## src/hdl/dpf_ram.sv

```systemverilog
// simple dual-port memory with registered read
module dpf_ram #(
	parameter int WIDTH  = 8,
	parameter int WORDS  = 2,
	parameter int ADDR_W = 1
) (
	input  logic              clk,
	input  logic              we,
	input  logic [ADDR_W-1:0] waddr,
	input  logic [WIDTH-1:0]  wdata,
	input  logic [ADDR_W-1:0] raddr,
	output logic [WIDTH-1:0]  rdata
);
	logic [WIDTH-1:0] mem [WORDS];
	logic [WIDTH-1:0] rdata_q;

	always_ff @(posedge clk) begin
		if (we) begin
			mem[waddr] <= wdata;
		end
		rdata_q <= mem[raddr];
	end

	assign rdata = rdata_q;
endmodule

```

## config.mk

```make
export PLATFORM = sky130hd
export DESIGN_NAME = dpf_ram
export DESIGN_NICKNAME = d
export VERILOG_FILES = /design/src/hdl/dpf_ram.sv
export SDC_FILE = /design/constraint.sdc
export NUM_CORES = 1
export LEC_CHECK = 0
export BUFFER_PORTS_ARGS = -buffer_cell sky130_fd_sc_hd__buf_2
export CORE_MARGIN = 2
export CORE_UTILIZATION = 30
export DETAILED_ROUTE_END_ITERATION = 6
export MAX_ROUTING_LAYER = met4
export RECOVER_POWER = 50
export SYNTH_ARGS = -nofsm -noshare
export SYNTH_HDL_FRONTEND = slang
export SYNTH_SLANG_ARGS = --single-unit
```

## constraint.sdc

```tcl
create_clock -name clk -period 2.77 [get_ports clk]
set_clock_uncertainty 0.1 [all_clocks]
set_input_delay 0.554 -clock clk [delete_from_list [all_inputs] [get_ports clk]]
set_output_delay 0.554 -clock clk [all_outputs]
set_load 0.005 [all_outputs]
```

After elaboration in Yosys (flattened, before gate mapping)
Memories as Yosys holds them, arrays and structs flattened. A register that Yosys moved wholly into a read port is not among the register bits.
Cells that the tools add are included.

operators by class
  muxes and demuxes = 2

operators by type and width
  operator          number
  2-to-1 mux 1 bit  2

storage, ports and cells
  bits in registers = 0
  input bits = 12
  bits in writable memories = 16
  memories = 1

memory list
  memory  words  bits a word  rd ports  clocked after memory_dff  write ports  RTL line  text
  mem     2      8            1         1                         1            14        logic [WIDTH-1:0] mem [WORDS];

Longest topological paths before layout
  depth after elaboration = 2
  depth in mapped cells = 2

Worst setup path before layout
OpenSTA, ideal clock, no wires.

  kind = input to register
  start point = in we
  end point = mem mem[0][0], enable pin
  stages on the path = 1
  required time = 2.297 ns
  data arrival time = 0.974 ns
  library setup time = 0.373 ns
  slack = 1.323 ns
  path buffers = 0
  cell sequence = nor2b_1

on the way
  cells in the longest elaborated chain, start to end = 2

RTL lines
  item                                    RTL line  text
  from (decl)                             8         input logic we,
  2-to-1 mux 1 bit                        18        if (we) begin
  2-to-1 mux 1 bit (not written as such)  19        mem[waddr] <= wdata;
  to (decl)                               14

No other way between the ends.

Final worst setup path
  start point = reg rdata_q[1] (netlist: rdata[1]) (read register of mem)
  end point = out rdata[1]

RTL lines
  item         RTL line  text
  from (decl)  15        logic [WIDTH-1:0] rdata_q;
  to (decl)    12        output logic [WIDTH-1:0] rdata

No word-level cell between the ends.

==> metrics.yaml <==
floorplan:
  pin_count: 20
  num_rows: 18
  coreArea_sq_um: 2480
  die_area_sq_um: 3040
  start_util_pct: 31.7
  fp.dieH_um: 55.1
  die_w_um: 55.1
synthesis:
  syn_avg_cell_area_sq_um: 22.4
  synth_cell_types: 6
  synth_nets: 47
  yosys_warnings: 0
  ys_ff_latch: 24
  postSynthCellCount: 35
  synthesis.area_sq_um: 785
  ys_seq_area_share_pct: 81.7
global_route:
  grt_first_pass_wirelength_um: 1290
  grt_max_degree: 14
  antenna_found_initial: 0
  grt_overflow_total: 0
  gr-usage-all-layers_pct: 7.12
  grt_pass1_vias: 280
pwr:
  leakage_nw: 0.341
  vdd_drop_max_uv: 468
  p_total_uw: 627
  power_density_nw_per_um2: 689
cells_and_area:
  final_cells: 87
  fin_nets: 70
  drive_gt1_share_pct: 33.3
  n_antenna_cell: 0
  area_delta_synth_final_pct: 15.9
  finalInstanceArea_sq_um: 910
detailed_routing:
  ant_nets: 0
  via_count: 345
  routedWlPerCell_um: 10.8
  wirelength_um: 936
  post-route-drc-count: 0
  firstDrtPassIters: 3
  viasPerCell: 3.97
  drtIter0Drc: 5
placement:
  io_buffers: 19
  gp_congestion: 0.582
  post_dp_cell_area_sq_um: 906
  placed_cells: 83
  pre_cts_ws_ns: 1.09
clock_network:
  cts_made_buffers: 3
  hold_buffers: 0
  clockRootBuffer: "clkbuf_4"
  path_clk_slew_ns: 0.12
  cts_max_level: 1
  clock_path_buffers: 2
  cts_resized: 0
  cts_setup_buffers: 0
  cts_sinks: 24
  insertion_delay_ns: 0.30
  cts_tree: "built"
critical_path:
  crit_path_end: "rdata[1]"
  reg2reg_depth: 1
  endpoint_kind: "primary output"
  cp_num_cells: 1
  critical_path_class: "reg -> out"
  rr_startpoint: "mem[1][7]"
  critPathMaxStageDelay_ns: 0.32
  timing.reg2reg.setup_slack_ns: 1.88
  startpoint: "rdata[1]"
  critPathArrivalTime_ns: 0.73
  required_ns: 2.12
  cp-start-kind: "register"
  cp_cell_sequence: "buf_2"
  cp_num_buf_inv: 1
  r2r_end: "rdata[7]"
  crit_slowest_cell: "dfxtp_1"
  cp_top_family: "flip-flops"
  critical_path.max_fanout: 1
timing:
  clock.fmax_mhz: 722
  layout_setup_ws_ns: 1.38
  period_minus_slack_ns: 1.39
  final-hold-violation-count: 0
  finalSetupViolCount: 0
  slew_viol_final: 0
  rsz0062_at_grt: "false"
  fin_setup_tns_ns: 0
  max_slew_margin_pct: 55.5
  worst_pin_slew_ns: 0.666
  post-route-period-util_pct: 50.0
flow_run:
  maxCapViolCount: 0
status:
  outcome: "finished, final reports clean"
min_path:
  hold_path_class: "in -> reg"
-- report_power, final --
group | internal, mW | leakage (nW) | switching [mW]
logic | 0.0197 | 0.102 | 0.0176
registers | 0.410 | 0.218 | 0.00481
clock network | 0.0801 | 0.0210 | 0.0948
total | 0.510 | 0.341 | 0.117
-- per-stage QoR --
| stage | util (%) | hold WS [ns] |
|---|---|---|
| after global placement | 36.6 | 0.354 |
| final | 36.7 | 0.332 |
| after CTS | 38.0 | 0.318 |
| after floorplan | - | 0.352 |
| after global routing | 36.7 | 0.295 |
| after detailed placement | 36.6 | 0.360 |
-- state kept, by name (all words and copies together) (netlist names) --
| register | flops |
|---|---|
| mem | 16 |
| rdata | 8 |
-- cells in the mapped netlist (all sizes together) --
master   n  share of area (%)
edfxtp  16                 61
dfxtp    8                 20
mux2     8                 15
and2     1               0.80
buf      1                1.4
nor2b    1               0.80
-- per-layer routing --
| metal | part of all wire [%] | wire length [um] | GRT usage, % |
|---|---|---|---|
| met4 | 2.0 | 19 | 2.44 |
| met1 | 45 | 418 | 7.96 |
| met5 | 0 | 0 | - |
| met2 | 45 | 423 | 9.52 |
| met3 | 7.9 | 74 | 5.65 |
-- placed cells by master (no fill, tap or decap) --
master    synthesis  final
nor2b_1           1      1
clkbuf_8          0      1
and2_1            1      1
mux2_4            8      1
edfxtp_1         16     16
clkbuf_1          0      5
dfxtp_1           8      8
clkbuf_4          0      3
buf_2             0     14
mux2_1            0      7
-- area by class of cell --
cell class,instances,area [sq um]
fillers,254,1570
multi-input cells,10,106
repair buffers,19,88.8
flip-flops and latches,24,641
well taps,30,37.5
clock buffers,4,36.3
-- how the worst min path moves through the flow --
stage | cells past startpoint | from | slack [ns] | endpoint
after floorplan | 1 | mem[1][0] | 0.35 | rdata[0]
after global placement | 1 | mem[1][0] | 0.35 | rdata[0]
after detailed placement | 1 | mem[0][3] | 0.36 | rdata[3]
after CTS | 1 | wdata[7] | 0.32 | mem[1][7]
after global routing | 1 | wdata[3] | 0.29 | mem[0][3]
final | 1 | wdata[7] | 0.33 | mem[1][7]
-- kinds of logic (layout without fill, tap and decap cells) --
logic type / count (synthesis) / after routing / share of synthesized area [%]
mux: 8 / 8 / 15.3
simple gates: 2 / 2 / 1.60
flops: 24 / 24 / 81.7
buf+inv: 1 / 23 / 1.44
(Power assumes the default switching activity.)
