## src/hdl/dpf_pkg.sv

```systemverilog
// shared types, constants and a helper function of the duplicate packet filter
package dpf_pkg;

	localparam int DEFAULT_CHANNELS = 64;
	localparam int DEFAULT_DEPTH    = 128;

	localparam int CHAN_W  = 6;
	localparam int TIME_W  = 62;
	localparam int RATE_W  = 16;
	localparam int COUNT_W = 16;
	localparam int CAP_W   = 8;
	localparam int STAT_W  = 4;
	localparam int TOL_W   = 14;
	localparam int WIN_W   = 64;

	localparam logic [CAP_W-1:0] CAP_RESET = 8'd100;

	localparam logic [RATE_W-1:0] RATE_CLASS_A = 16'd105;
	localparam logic [RATE_W-1:0] RATE_CLASS_B = 16'd255;
	localparam logic [RATE_W-1:0] RATE_CLASS_C = 16'd505;
	localparam logic [RATE_W-1:0] RATE_CLASS_D = 16'd1005;

	localparam logic [TOL_W-1:0] TOL_A = 14'd15000;
	localparam logic [TOL_W-1:0] TOL_B = 14'd4500;
	localparam logic [TOL_W-1:0] TOL_C = 14'd2500;
	localparam logic [TOL_W-1:0] TOL_D = 14'd1500;

	typedef enum logic [STAT_W-1:0] {
		STS_FIRST     = 4'd0,
		STS_APPENDED  = 4'd1,
		STS_PREPENDED = 4'd2,
		STS_TOO_OLD   = 4'd3,
		STS_BACKFILL  = 4'd4,
		STS_DUPLICATE = 4'd5,
		STS_SLIP      = 4'd6,
		STS_EMPTY     = 4'd7,
		STS_MISMATCH  = 4'd8,
		STS_UNCLASS   = 4'd9
	} status_t;

	typedef struct packed {
		logic [TIME_W-1:0]  t_start;
		logic [TIME_W-1:0]  t_end;
		logic [COUNT_W-1:0] samples;
	} entry_t;

	// zero means the rate has no class
	function automatic logic [TOL_W-1:0] tolerance(input logic [RATE_W-1:0] rate);
		logic [TOL_W-1:0] tol;
		if (rate < RATE_CLASS_A) tol = TOL_A;
		else if (rate < RATE_CLASS_B) tol = TOL_B;
		else if (rate < RATE_CLASS_C) tol = TOL_C;
		else if (rate < RATE_CLASS_D) tol = TOL_D;
		else tol = '0;
		return tol;
	endfunction

endpackage

```

## src/hdl/dpf_if.sv

```systemverilog
// request and result channel interfaces
interface dpf_pkt_if;
	logic                         valid;
	logic                         ready;
	logic [dpf_pkg::CHAN_W-1:0]   channel;
	logic [dpf_pkg::TIME_W-1:0]   start_time;
	logic [dpf_pkg::TIME_W-1:0]   end_time;
	logic [dpf_pkg::RATE_W-1:0]   sample_rate;
	logic [dpf_pkg::COUNT_W-1:0]  sample_count;

	modport source(output valid, channel, start_time, end_time, sample_rate, sample_count,
		input ready);
	modport sink(input valid, channel, start_time, end_time, sample_rate, sample_count,
		output ready);
endinterface

interface dpf_res_if;
	logic                        valid;
	logic                        ready;
	logic                        allowed;
	logic [dpf_pkg::STAT_W-1:0]  status;

	modport source(output valid, allowed, status, input ready);
	modport sink(input valid, allowed, status, output ready);
endinterface

```

## src/hdl/dpf_ctrl.sv

```systemverilog
// sequencer: channel lookup, header scan, row shifts and insertion sort
module dpf_ctrl #(
	parameter int CHANNELS = dpf_pkg::DEFAULT_CHANNELS,
	parameter int DEPTH    = dpf_pkg::DEFAULT_DEPTH,
	parameter int CW       = 1,
	parameter int FW       = 1,
	parameter int AW       = 1,
	parameter int TW       = 1
) (
	input  logic                  clk,
	input  logic                  arst_n,
	input  logic [FW-1:0]         cap,
	input  logic [CW-1:0]         ch_idx,
	dpf_pkt_if.sink               pkt,
	dpf_res_if.source             res,
	output logic                  ent_we,
	output logic [AW-1:0]         ent_waddr,
	output dpf_pkg::entry_t       ent_wdata,
	output logic [AW-1:0]         ent_raddr,
	input  dpf_pkg::entry_t       ent_rdata,
	output logic                  chn_we,
	output logic [CW-1:0]         chn_waddr,
	output logic [TW-1:0]         chn_wdata,
	output logic [CW-1:0]         chn_raddr,
	input  logic [TW-1:0]         chn_rdata
);
	import dpf_pkg::*;

	typedef enum logic [3:0] {
		ST_CLEAR, ST_IDLE, ST_CH_DEC, ST_SCAN, ST_DECIDE, ST_MV_RD, ST_MV_WR,
		ST_PUT_NEW, ST_SR_RD, ST_SR_KEY, ST_SR_CMP, ST_SR_PUT, ST_FIN, ST_RESP
	} state_t;

	state_t               state_q;
	logic [CW-1:0]        ch_q;
	logic [CW-1:0]        clr_q;
	logic [AW-1:0]        base_q;
	logic [TIME_W-1:0]    st_q;
	logic [TIME_W-1:0]    en_q;
	logic [RATE_W-1:0]    rate_q;
	logic [COUNT_W-1:0]   cnt_q;
	logic [WIN_W-1:0]     win_lo_q;
	logic [WIN_W-1:0]     win_hi_q;
	logic                 unclass_q;
	logic [FW-1:0]        n_q;
	logic [FW-1:0]        i_q;
	logic [FW-1:0]        j_q;
	logic [FW-1:0]        m_q;
	logic [FW-1:0]        new_pos_q;
	logic [FW-1:0]        mv_src_q;
	logic [FW-1:0]        mv_dst_q;
	logic [FW-1:0]        mv_left_q;
	logic                 mv_up_q;
	logic                 sort_q;
	logic [TIME_W-1:0]    first_start_q;
	logic [TIME_W-1:0]    last_end_q;
	logic                 slip_q;
	entry_t               key_q;
	logic                 allowed_q;
	status_t              status_q;
	logic                 res_valid_q;
	logic                 res_allowed_q;
	status_t              res_status_q;

	logic                 seen;
	logic [RATE_W-1:0]    stored_rate;
	logic [FW-1:0]        stored_fill;
	logic [TOL_W-1:0]     in_tol;
	logic                 in_window;
	logic                 dup_hit;
	logic                 slip_hit;
	logic                 accept;
	logic                 res_free;
	logic [FW-1:0]        keep;
	entry_t               new_entry;

	function automatic logic [AW-1:0] ea(input logic [AW-1:0] base, input logic [FW-1:0] idx);
		return base + AW'(idx);
	endfunction

	assign seen        = chn_rdata[TW-1];
	assign stored_rate = chn_rdata[FW +: RATE_W];
	assign stored_fill = chn_rdata[FW-1:0];
	assign in_tol      = tolerance(pkt.sample_rate);
	assign accept      = pkt.valid && pkt.ready;
	assign res_free    = !res_valid_q || res.ready;
	assign new_entry   = '{t_start: st_q, t_end: en_q, samples: cnt_q};

	assign in_window = ($signed(WIN_W'(ent_rdata.t_start)) > $signed(win_lo_q))
		&& (WIN_W'(ent_rdata.t_start) < win_hi_q);
	assign dup_hit   = (ent_rdata.samples == cnt_q) && (unclass_q || in_window);
	assign slip_hit  = (st_q >= ent_rdata.t_start && st_q <= ent_rdata.t_end)
		|| (en_q >= ent_rdata.t_start && en_q <= ent_rdata.t_end);
	assign keep      = (n_q >= cap) ? FW'(cap - FW'(1)) : n_q;

	assign pkt.ready   = (state_q == ST_IDLE);
	assign res.valid   = res_valid_q;
	assign res.allowed = res_allowed_q;
	assign res.status  = res_status_q;

	// memory ports
	always_comb begin
		ent_we    = 1'b0;
		ent_waddr = base_q;
		ent_wdata = new_entry;
		ent_raddr = base_q;
		chn_we    = 1'b0;
		chn_waddr = ch_q;
		chn_wdata = {1'b1, rate_q, m_q};
		chn_raddr = ch_idx;
		unique case (state_q)
			ST_CLEAR: begin
				chn_we    = 1'b1;
				chn_waddr = clr_q;
				chn_wdata = '0;
			end
			ST_CH_DEC: begin
				if (cnt_q != '0 && !seen) begin
					chn_we    = 1'b1;
					chn_wdata = {1'b1, rate_q, FW'(1)};
					ent_we    = 1'b1;
				end
			end
			ST_SCAN: ent_raddr = ea(base_q, FW'(i_q + FW'(1)));
			ST_MV_RD: ent_raddr = ea(base_q, mv_src_q);
			ST_MV_WR: begin
				ent_we    = 1'b1;
				ent_waddr = ea(base_q, mv_dst_q);
				ent_wdata = ent_rdata;
			end
			ST_PUT_NEW: begin
				ent_we    = 1'b1;
				ent_waddr = ea(base_q, new_pos_q);
			end
			ST_SR_RD: ent_raddr = ea(base_q, i_q);
			ST_SR_KEY: ent_raddr = ea(base_q, FW'(i_q - FW'(1)));
			ST_SR_CMP: begin
				ent_raddr = ea(base_q, FW'(j_q - FW'(2)));
				if (ent_rdata.t_start > key_q.t_start) begin
					ent_we    = 1'b1;
					ent_waddr = ea(base_q, j_q);
					ent_wdata = ent_rdata;
				end
			end
			ST_SR_PUT: begin
				ent_we    = 1'b1;
				ent_waddr = ea(base_q, j_q);
				ent_wdata = key_q;
			end
			ST_FIN: chn_we = 1'b1;
			default: ;
		endcase
	end

	always_ff @(posedge clk or negedge arst_n) begin
		if (!arst_n) begin
			state_q       <= ST_CLEAR;
			clr_q         <= '0;
			res_valid_q   <= 1'b0;
			res_allowed_q <= 1'b0;
			res_status_q  <= STS_FIRST;
		end else begin
			if (res.ready && !(state_q == ST_RESP && res_free)) begin
				res_valid_q <= 1'b0;
			end
			unique case (state_q)
				ST_CLEAR: begin
					clr_q <= CW'(clr_q + CW'(1));
					if (clr_q == CW'(CHANNELS - 1)) begin
						state_q <= ST_IDLE;
					end
				end
				ST_IDLE: begin
					if (accept) begin
						ch_q      <= ch_idx;
						base_q    <= AW'(AW'(ch_idx) * AW'(DEPTH));
						st_q      <= pkt.start_time;
						en_q      <= pkt.end_time;
						rate_q    <= pkt.sample_rate;
						cnt_q     <= pkt.sample_count;
						win_lo_q  <= WIN_W'(pkt.start_time) - WIN_W'(in_tol);
						win_hi_q  <= WIN_W'(pkt.start_time) + WIN_W'(in_tol);
						unclass_q <= (in_tol == '0);
						state_q   <= ST_CH_DEC;
					end
				end
				ST_CH_DEC: begin
					n_q    <= stored_fill;
					i_q    <= '0;
					slip_q <= 1'b0;
					priority if (cnt_q == '0) begin
						allowed_q <= 1'b0;
						status_q  <= STS_EMPTY;
						state_q   <= ST_RESP;
					end else if (!seen) begin
						allowed_q <= 1'b1;
						status_q  <= STS_FIRST;
						state_q   <= ST_RESP;
					end else if (stored_rate != rate_q) begin
						allowed_q <= 1'b1;
						status_q  <= STS_MISMATCH;
						state_q   <= ST_RESP;
					end else begin
						state_q <= ST_SCAN;
					end
				end
				ST_SCAN: begin
					if (dup_hit) begin
						allowed_q <= unclass_q;
						status_q  <= unclass_q ? STS_UNCLASS : STS_DUPLICATE;
						state_q   <= ST_RESP;
					end else begin
						if (i_q == '0) begin
							first_start_q <= ent_rdata.t_start;
						end
						last_end_q <= ent_rdata.t_end;
						slip_q     <= slip_q || slip_hit;
						i_q        <= FW'(i_q + FW'(1));
						if (i_q == FW'(n_q - FW'(1))) begin
							state_q <= ST_DECIDE;
						end
					end
				end
				ST_DECIDE: begin
					mv_up_q <= 1'b0;
					priority if (st_q > last_end_q || (en_q >= first_start_q && !slip_q)) begin
						allowed_q <= 1'b1;
						status_q  <= (st_q > last_end_q) ? STS_APPENDED : STS_BACKFILL;
						sort_q    <= !(st_q > last_end_q);
						new_pos_q <= keep;
						m_q       <= FW'(keep + FW'(1));
						mv_src_q  <= FW'(n_q - keep);
						mv_dst_q  <= '0;
						mv_left_q <= keep;
						state_q   <= (keep == n_q || keep == '0) ? ST_PUT_NEW : ST_MV_RD;
					end else if (en_q < first_start_q) begin
						allowed_q <= 1'b1;
						if (n_q < cap) begin
							status_q  <= STS_PREPENDED;
							sort_q    <= 1'b0;
							new_pos_q <= '0;
							m_q       <= FW'(n_q + FW'(1));
							mv_up_q   <= 1'b1;
							mv_src_q  <= FW'(n_q - FW'(1));
							mv_dst_q  <= n_q;
							mv_left_q <= n_q;
							state_q   <= ST_MV_RD;
						end else begin
							status_q <= STS_TOO_OLD;
							state_q  <= ST_RESP;
						end
					end else begin
						allowed_q <= 1'b0;
						status_q  <= STS_SLIP;
						state_q   <= ST_RESP;
					end
				end
				ST_MV_RD: state_q <= ST_MV_WR;
				ST_MV_WR: begin
					mv_left_q <= FW'(mv_left_q - FW'(1));
					mv_src_q  <= mv_up_q ? FW'(mv_src_q - FW'(1)) : FW'(mv_src_q + FW'(1));
					mv_dst_q  <= mv_up_q ? FW'(mv_dst_q - FW'(1)) : FW'(mv_dst_q + FW'(1));
					state_q   <= (mv_left_q == FW'(1)) ? ST_PUT_NEW : ST_MV_RD;
				end
				ST_PUT_NEW: begin
					i_q     <= FW'(1);
					state_q <= (sort_q && m_q > FW'(1)) ? ST_SR_RD : ST_FIN;
				end
				ST_SR_RD: state_q <= ST_SR_KEY;
				ST_SR_KEY: begin
					key_q   <= ent_rdata;
					j_q     <= i_q;
					state_q <= ST_SR_CMP;
				end
				ST_SR_CMP: begin
					if (ent_rdata.t_start > key_q.t_start) begin
						j_q <= FW'(j_q - FW'(1));
						if (j_q == FW'(1)) begin
							state_q <= ST_SR_PUT;
						end
					end else begin
						state_q <= ST_SR_PUT;
					end
				end
				ST_SR_PUT: begin
					i_q     <= FW'(i_q + FW'(1));
					state_q <= (FW'(i_q + FW'(1)) < m_q) ? ST_SR_RD : ST_FIN;
				end
				ST_FIN: state_q <= ST_RESP;
				ST_RESP: begin
					if (res_free) begin
						res_valid_q   <= 1'b1;
						res_allowed_q <= allowed_q;
						res_status_q  <= status_q;
						state_q       <= ST_IDLE;
					end
				end
				default: state_q <= ST_IDLE;
			endcase
		end
	end

	a_accept_lookup: assert property (@(posedge clk) disable iff (!arst_n)
		accept |=> state_q == ST_CH_DEC)
		else $error("accepted request did not start a channel lookup");

	a_fill_bounds: assert property (@(posedge clk) disable iff (!arst_n)
		state_q == ST_FIN |-> m_q != '0 && m_q <= cap)
		else $error("stored count out of range");

	a_scan_count: assert property (@(posedge clk) disable iff (!arst_n)
		state_q == ST_DECIDE |-> n_q != '0 && 32'(n_q) <= DEPTH)
		else $error("scanned row count out of range");

	a_result_post: assert property (@(posedge clk) disable iff (!arst_n)
		state_q == ST_RESP && res_free |=> res.valid && state_q == ST_IDLE)
		else $error("result not posted");
endmodule

```

## src/flat_wrapper.sv

```systemverilog
// flat-port wrapper written by rule: the top's interface ports become plain ports
module dpf_ctrl_flat import dpf_pkg::*;
#(
	parameter int CHANNELS = dpf_pkg::DEFAULT_CHANNELS,
	parameter int DEPTH    = dpf_pkg::DEFAULT_DEPTH,
	parameter int CW       = 1,
	parameter int FW       = 1,
	parameter int AW       = 1,
	parameter int TW       = 1
)
  (clk, arst_n, cap, ch_idx, ent_we, ent_waddr, ent_wdata, ent_raddr, ent_rdata, chn_we, chn_waddr, chn_wdata, chn_raddr, chn_rdata, pkt_valid, pkt_channel, pkt_start_time, pkt_end_time, pkt_sample_rate, pkt_sample_count, pkt_ready, res_valid, res_allowed, res_status, res_ready);
  dpf_pkt_if pkt_i ();
  dpf_res_if res_i ();
  input  logic clk;
  input  logic arst_n;
  input  logic [FW-1:0] cap;
  input  logic [CW-1:0] ch_idx;
  output logic ent_we;
  output logic [AW-1:0] ent_waddr;
  output dpf_pkg::entry_t ent_wdata;
  output logic [AW-1:0] ent_raddr;
  input  dpf_pkg::entry_t ent_rdata;
  output logic chn_we;
  output logic [CW-1:0] chn_waddr;
  output logic [TW-1:0] chn_wdata;
  output logic [CW-1:0] chn_raddr;
  input  logic [TW-1:0] chn_rdata;
  input wire logic [$bits(pkt_i.valid)-1:0] pkt_valid;
  input wire logic [$bits(pkt_i.channel)-1:0] pkt_channel;
  input wire logic [$bits(pkt_i.start_time)-1:0] pkt_start_time;
  input wire logic [$bits(pkt_i.end_time)-1:0] pkt_end_time;
  input wire logic [$bits(pkt_i.sample_rate)-1:0] pkt_sample_rate;
  input wire logic [$bits(pkt_i.sample_count)-1:0] pkt_sample_count;
  output wire logic [$bits(pkt_i.ready)-1:0] pkt_ready;
  output wire logic [$bits(res_i.valid)-1:0] res_valid;
  output wire logic [$bits(res_i.allowed)-1:0] res_allowed;
  output wire logic [$bits(res_i.status)-1:0] res_status;
  input wire logic [$bits(res_i.ready)-1:0] res_ready;
  assign pkt_i.valid = pkt_valid;
  assign pkt_i.channel = pkt_channel;
  assign pkt_i.start_time = pkt_start_time;
  assign pkt_i.end_time = pkt_end_time;
  assign pkt_i.sample_rate = pkt_sample_rate;
  assign pkt_i.sample_count = pkt_sample_count;
  assign pkt_ready = pkt_i.ready;
  assign res_valid = res_i.valid;
  assign res_allowed = res_i.allowed;
  assign res_status = res_i.status;
  assign res_i.ready = res_ready;
  dpf_ctrl #(.CHANNELS(CHANNELS), .DEPTH(DEPTH), .CW(CW), .FW(FW), .AW(AW), .TW(TW)) u_core (.clk(clk), .arst_n(arst_n), .cap(cap), .ch_idx(ch_idx), .pkt(pkt_i), .res(res_i), .ent_we(ent_we), .ent_waddr(ent_waddr), .ent_wdata(ent_wdata), .ent_raddr(ent_raddr), .ent_rdata(ent_rdata), .chn_we(chn_we), .chn_waddr(chn_waddr), .chn_wdata(chn_wdata), .chn_raddr(chn_raddr), .chn_rdata(chn_rdata));
endmodule
```

## config.mk

```make
export PLATFORM = sky130hd
export DESIGN_NAME = dpf_ctrl_flat
export DESIGN_NICKNAME = d
export VERILOG_FILES = /design/src/hdl/dpf_pkg.sv /design/src/hdl/dpf_if.sv /design/src/hdl/dpf_ctrl.sv /design/src/flat_wrapper.sv
export SDC_FILE = /design/constraint.sdc
export NUM_CORES = 2
export LEC_CHECK = 0
export BUFFER_PORTS_ARGS = -buffer_cell sky130_fd_sc_hd__buf_2
export CORE_MARGIN = 5
export CORE_UTILIZATION = 40
export DETAILED_ROUTE_END_ITERATION = 16
export PLACE_DENSITY = 0.55
export SETUP_SLACK_MARGIN = 0.05
export SLEW_MARGIN = 0
export SYNTH_ARGS = -nofsm -noshare
export SYNTH_HDL_FRONTEND = slang
export SYNTH_SLANG_ARGS = --single-unit
```

## constraint.sdc

```tcl
create_clock -name clk -period 9.9 [get_ports clk]
set_clock_uncertainty 0.1 [all_clocks]
set_input_delay 1.98 -clock clk [delete_from_list [all_inputs] [get_ports clk]]
set_output_delay 1.98 -clock clk [all_outputs]
set_load 0.02 [all_outputs]
```

== Word level (Yosys, flattened, before mapping) ==
Cells that the tools add are included.
Storage, ports and cells
  bits in registers: 577
  bits of input ports: 309
  output and inout bits: 154
  word-level logic and storage cells: 227
Cells by class
  add/sub/neg operators: 16
  order comparisons: 18
  eq/ne operators: 28
  multiplexer cells: 81
  bitwise gates (word level): 4
  reduce and logical (&&, ||, !) cells: 49
Operators with widths (count)
  one-hot mux 140 bit (3 select lines): 1
  >= comparator 62 bit: 3
  2-to-1 mux 140 bit: 1
  greater-than comparator 62 bit: 2
  less-or-equal comparator 62 bit: 2
  2-to-1 mux 4 bit: 19
  greater-than comparator 63 x 64 -> 1 bit: 1
  < comparator 62 x 64 -> 1 bit: 1
  adder 62 x 14 -> 63 bit: 1
  subtractor 62 x 14 -> 63 bit: 1
  < comparator 62 bit: 1
  one-hot mux 4 bit (14 select lines): 1
  2-to-1 mux 14 bit: 3
  2-to-1 mux 1 bit: 36
  equality test 4 bit (second input constant): 6
  equality test 16 bit: 1
  equality test 4 x 3 -> 1 bit (second input constant): 4
  logical NOT 16 bit: 1
  < comparator 16 x 10 -> 1 bit (second input constant): 1
  < comparator 16 x 7 -> 1 bit (second input constant): 1
  < comparator 16 x 8 -> 1 bit (second input constant): 1
  < comparator 16 x 9 -> 1 bit (second input constant): 1
  inequality test 16 bit (first input constant): 1
  AND reduction 4 bit: 4
  37 further kinds: 102

== Logic depth before layout (Yosys ltp) ==
  word-level depth: 8
  mapped depth: 21
  depth with buffers taken out: 19

== Worst setup path before layout ==
OpenSTA, ideal clock, no wires.
  path kind: input-to-reg
  start point: input ent_rdata[139] in the netlist's numbering
  end point: register u_core.first_start_q[0], enable pin
  library setup time: 0.558 ns
  arrival time: 8.254 ns
  data required time: 9.242 ns
  slack: 0.988 ns
  stages on the path: 9
  path buffers: 0
  cells stage by stage: ha_1 nand4b_1 or4_1 or4_1 nor4_1 o21bai_1 o2111ai_1 nor2_1 nor3_1
Between the ends
  word-level cells in the longest chain between the ends: 6
  elaborated cells between the ends (all ways): 7
  classes of those cells: order compare: 2; bitwise: 1; reduce/logical: 4
Ends and longest elaborated chain
  start, declared: line flat_wrapper.sv:22  | input dpf_pkg::entry_t ent_rdata;
  greater-than comparator 63 x 64 -> 1 bit / < comparator 62 x 64 -> 1 bit (equally long branches): line dpf_ctrl.sv:89, dpf_ctrl.sv:90
  logical AND 1 bit *: line dpf_ctrl.sv:90  | && (WIN_W'(ent_rdata.t_start) < win_hi_q);
  logical OR 1 bit *: line dpf_ctrl.sv:91  | assign dup_hit = (ent_rdata.samples == cnt_q) && (unclass_q || in_window);
  logical AND 1 bit *: line dpf_ctrl.sv:91
  inverter 1 bit (no source line) *
  AND reduction 4 bit (no source line) *
  end signal, assigned: line dpf_ctrl.sv:214  | first_start_q <= ent_rdata.t_start;
  end, declared: line dpf_ctrl.sv:55  | logic [TIME_W-1:0] first_start_q;
Every way passes the cells marked *; elsewhere a longest branch is shown, timed or not.
A chain may end at the register's enable or synchronous reset.

==> results.json <==
{
  "hold_class": "reg2reg",
  "crit_fanout": 41,
  "synth_flop_cell": "edfxtp_1",
  "fin_crit_ns": 8.16,
  "hpwl_um": 97400,
  "row_count": 111,
  "peakVddDrop_uv": 117,
  "ys_seq_area_frac": 0.450,
  "cts_buffers": 69,
  "leakagePower_nw": 19.2,
  "cts_hold_buf": 0,
  "crit_required_ns": 7.82,
  "wl_per_cell_um": 24.0,
  "first_global_vias": 28600,
  "period_share": 0.824,
  "dieArea_sq_mm": 0.0980,
  "h-tree-depth": 3,
  "ctsResizeCount": 0,
  "crit_arrival_ns": 6.08,
  "p_per_area_mw_per_mm2": 182,
  "numPlacedInstances": 4979,
  "grt_max_degree": 133,
  "ys_types": 77,
  "grt_pass1_wl_um": 180000,
  "start_util": 0.402,
  "drt_first_pass_iters": 5,
  "core_sq_mm": 0.0914,
  "cts_tree": "done",
  "place_congestion": 0.903,
  "synth_common_cells": "580 x ha_1, 541 x edfxtp_1, 480 x inv_1",
  "cts_setup_buffers": 0,
  "r2r_setup_slack_ns": 4.46,
  "synth_top_area_frac": 0.442,
  "finalHoldViolCount": 0,
  "tightest_slew_ns": 1.15,
  "io_pins": 463,
  "synth_edf_count": 541,
  "netlist_instances": 3382,
  "drive_above_1_share": 0.164,
  "slew_headroom": 0.224,
  "clk_latency_ns": 0.63,
  "drtIter0Drc": 1972,
  "cts.clk_slew.worst_paths_ns": 0.06,
  "via_count": 28400,
  "gr-total-overflow": 0,
  "setup_tns_ns": 0,
  "fp.dieW_um": 313,
  "area_growth_pct": 16.7,
  "ant_nets": 0,
  "io_buffers": 456,
  "ys_top_cells_by_area": "edfxtp_1 44%, ha_1 20%, inv_1 4.9%",
  "root_buffer": "clkbuf_16",
  "cts_buffer_depth": 3,
  "numClockSinks": 552,
  "nNetsFinal": 4755,
  "async_reset_ff_frac": 0.0199,
  "vias_per_cell": 5.55,
  "maxSlewViolCount": 0,
  "synthesis.area_sq_mm": 0.0367,
  "status": "complete, no violations",
  "synth-seq-cells": 552,
  "yosysTopAreaCell": "edfxtp_1",
  "antenna_found_initial": 10,
  "start_kind": "input pin",
  "path_class": "in2out",
  "maxCapViolCount": 0,
  "grt_usage": 0.244,
  "synth_fp_nets": 4273,
  "synth_warnings": 0,
  "cp-end-kind": "output port",
  "drt-total-wl_um": 123000,
  "syn_avg_cell_area_sq_um": 10.9,
  "setup_viol": 0,
  "layout.cells.non_filler": 5112,
  "post-synth-top-count-cell": "ha_1",
  "route.detailed.drc": 0,
  "die_y_um": 313,
  "fmax_mhz": 123,
  "rsz0062_at_grt": "no"
}
per-layer routing:
layer | track usage | up-vias | routed length [um] | share of wire
met2 | 0.417 | 792 | 59100 | 0.48
met3 | 0.0357 | 187 | 6100 | 0.050
li1 | - | 13600 | - | -
met1 | 0.318 | 13800 | 53600 | 0.44
met4 | 0.0792 | 2 | 4040 | 0.033
met5 | 0 | - | 13 | 0.00011
metrics by stage:
stage	instance area [sq um]	setup slack (ns)	utilization	hold slack, ns	total power, mW
CTS	42900	1.74	0.469	0.394	7.87
global route	42900	1.39	0.469	0.411	8.17
detailed placement	40600	1.76	0.444	0.385	5.24
floorplan	36700	0.988	-	0.354	4.41
global placement	40600	1.69	0.444	0.383	5.21
finish	42900	1.74	0.469	0.397	7.80
where the power goes:
| part | internal [mW] | total, mW | switching (mW) |
|---|---|---|---|
| Clock | 1.56 | 2.61 | 1.05 |
| Combinational | 0.802 | 2.22 | 1.42 |
| Sequential | 2.83 | 2.96 | 0.132 |
final cells by class:
class | count | area [sq um]
multi-input combinational | 2267 | 18100
fill | 8706 | 48500
timing repair buffer | 494 | 2640
clock inverter | 40 | 418
tap | 1186 | 1480
inverter | 480 | 1800
sequential | 552 | 16500
antenna | 5 | 12.5
clock buffer | 88 | 1890
cell usage in the layout, fill, tap and decap left out, types with 72 or more instances in the layout:
cell type,count
a21oi_1,202
nor2_1,120
nand2_1,127
inv_1,480
a21o_1,87
xor2_1,72
ha_1,580
clkbuf_16,72
a221o_1,145
and2_1,146
nand4_1,117
nand3_1,77
buf_2,456
o21ai_0,119
edfxtp_1,541
registers in the layout, summed over array words and instances (netlist names), 4 cells and up:
register and cells:
u_core.key_q 140, u_core.win_hi_q 61, u_core.first_start_q 62, u_core.last_end_q 62
u_core.win_lo_q 62, u_core.cnt_q 16, u_core.en_q 62, u_core.st_q 60
u_core.status_q 4, u_core.state_q 4, u_core.res.status 4
cell families (layout without fill, tap and decap cells):
| kind of cell | after synthesis | after routing | synth area share |
|---|---|---|---|
| xor+xnor | 126 | 126 | 0.0300 |
| buf+inv | 563 | 1102 | 0.0589 |
| fa+ha+maj | 582 | 582 | 0.199 |
| compound gates | 720 | 720 | 0.137 |
| simple gates | 825 | 825 | 0.122 |
| other cells | 0 | 5 | 0 |
| flops | 552 | 552 | 0.450 |
| mux | 14 | 14 | 0.00409 |
worst max-delay path, stage by stage:
cell and delay, ns:
buf_2 0.16, ha_1 0.32, a21oi_1 0.23, nor3_1 0.07, a2111oi_0 0.80, nor2_1 0.24, a2111oi_0 0.44, buf_4 0.20
a31oi_1 0.16, o21a_1 0.26, o21ai_4 0.18, buf_4 0.49, a221o_1 0.32, buf_2 0.19
worst paths after layout:
| kind | from | endpoint | depth (start not counted) |
|---|---|---|---|
| setup / recovery | ent_rdata[91] | ent_wdata[11] | 14 |
| hold / removal | u_core.clr_q | u_core.clr_q | 1 |
| setup reg to reg | u_core.win_lo_q[59] | u_core.last_end_q[8] | 11 |
| hold reg to reg | u_core.clr_q | u_core.clr_q | 1 |
| max in group asynchronous | arst_n | u_core.clr_q | 1 |
| min in group asynchronous | arst_n | u_core.res.status[1] | 1 |
Note: power is estimated with default switching activity, not from simulation.
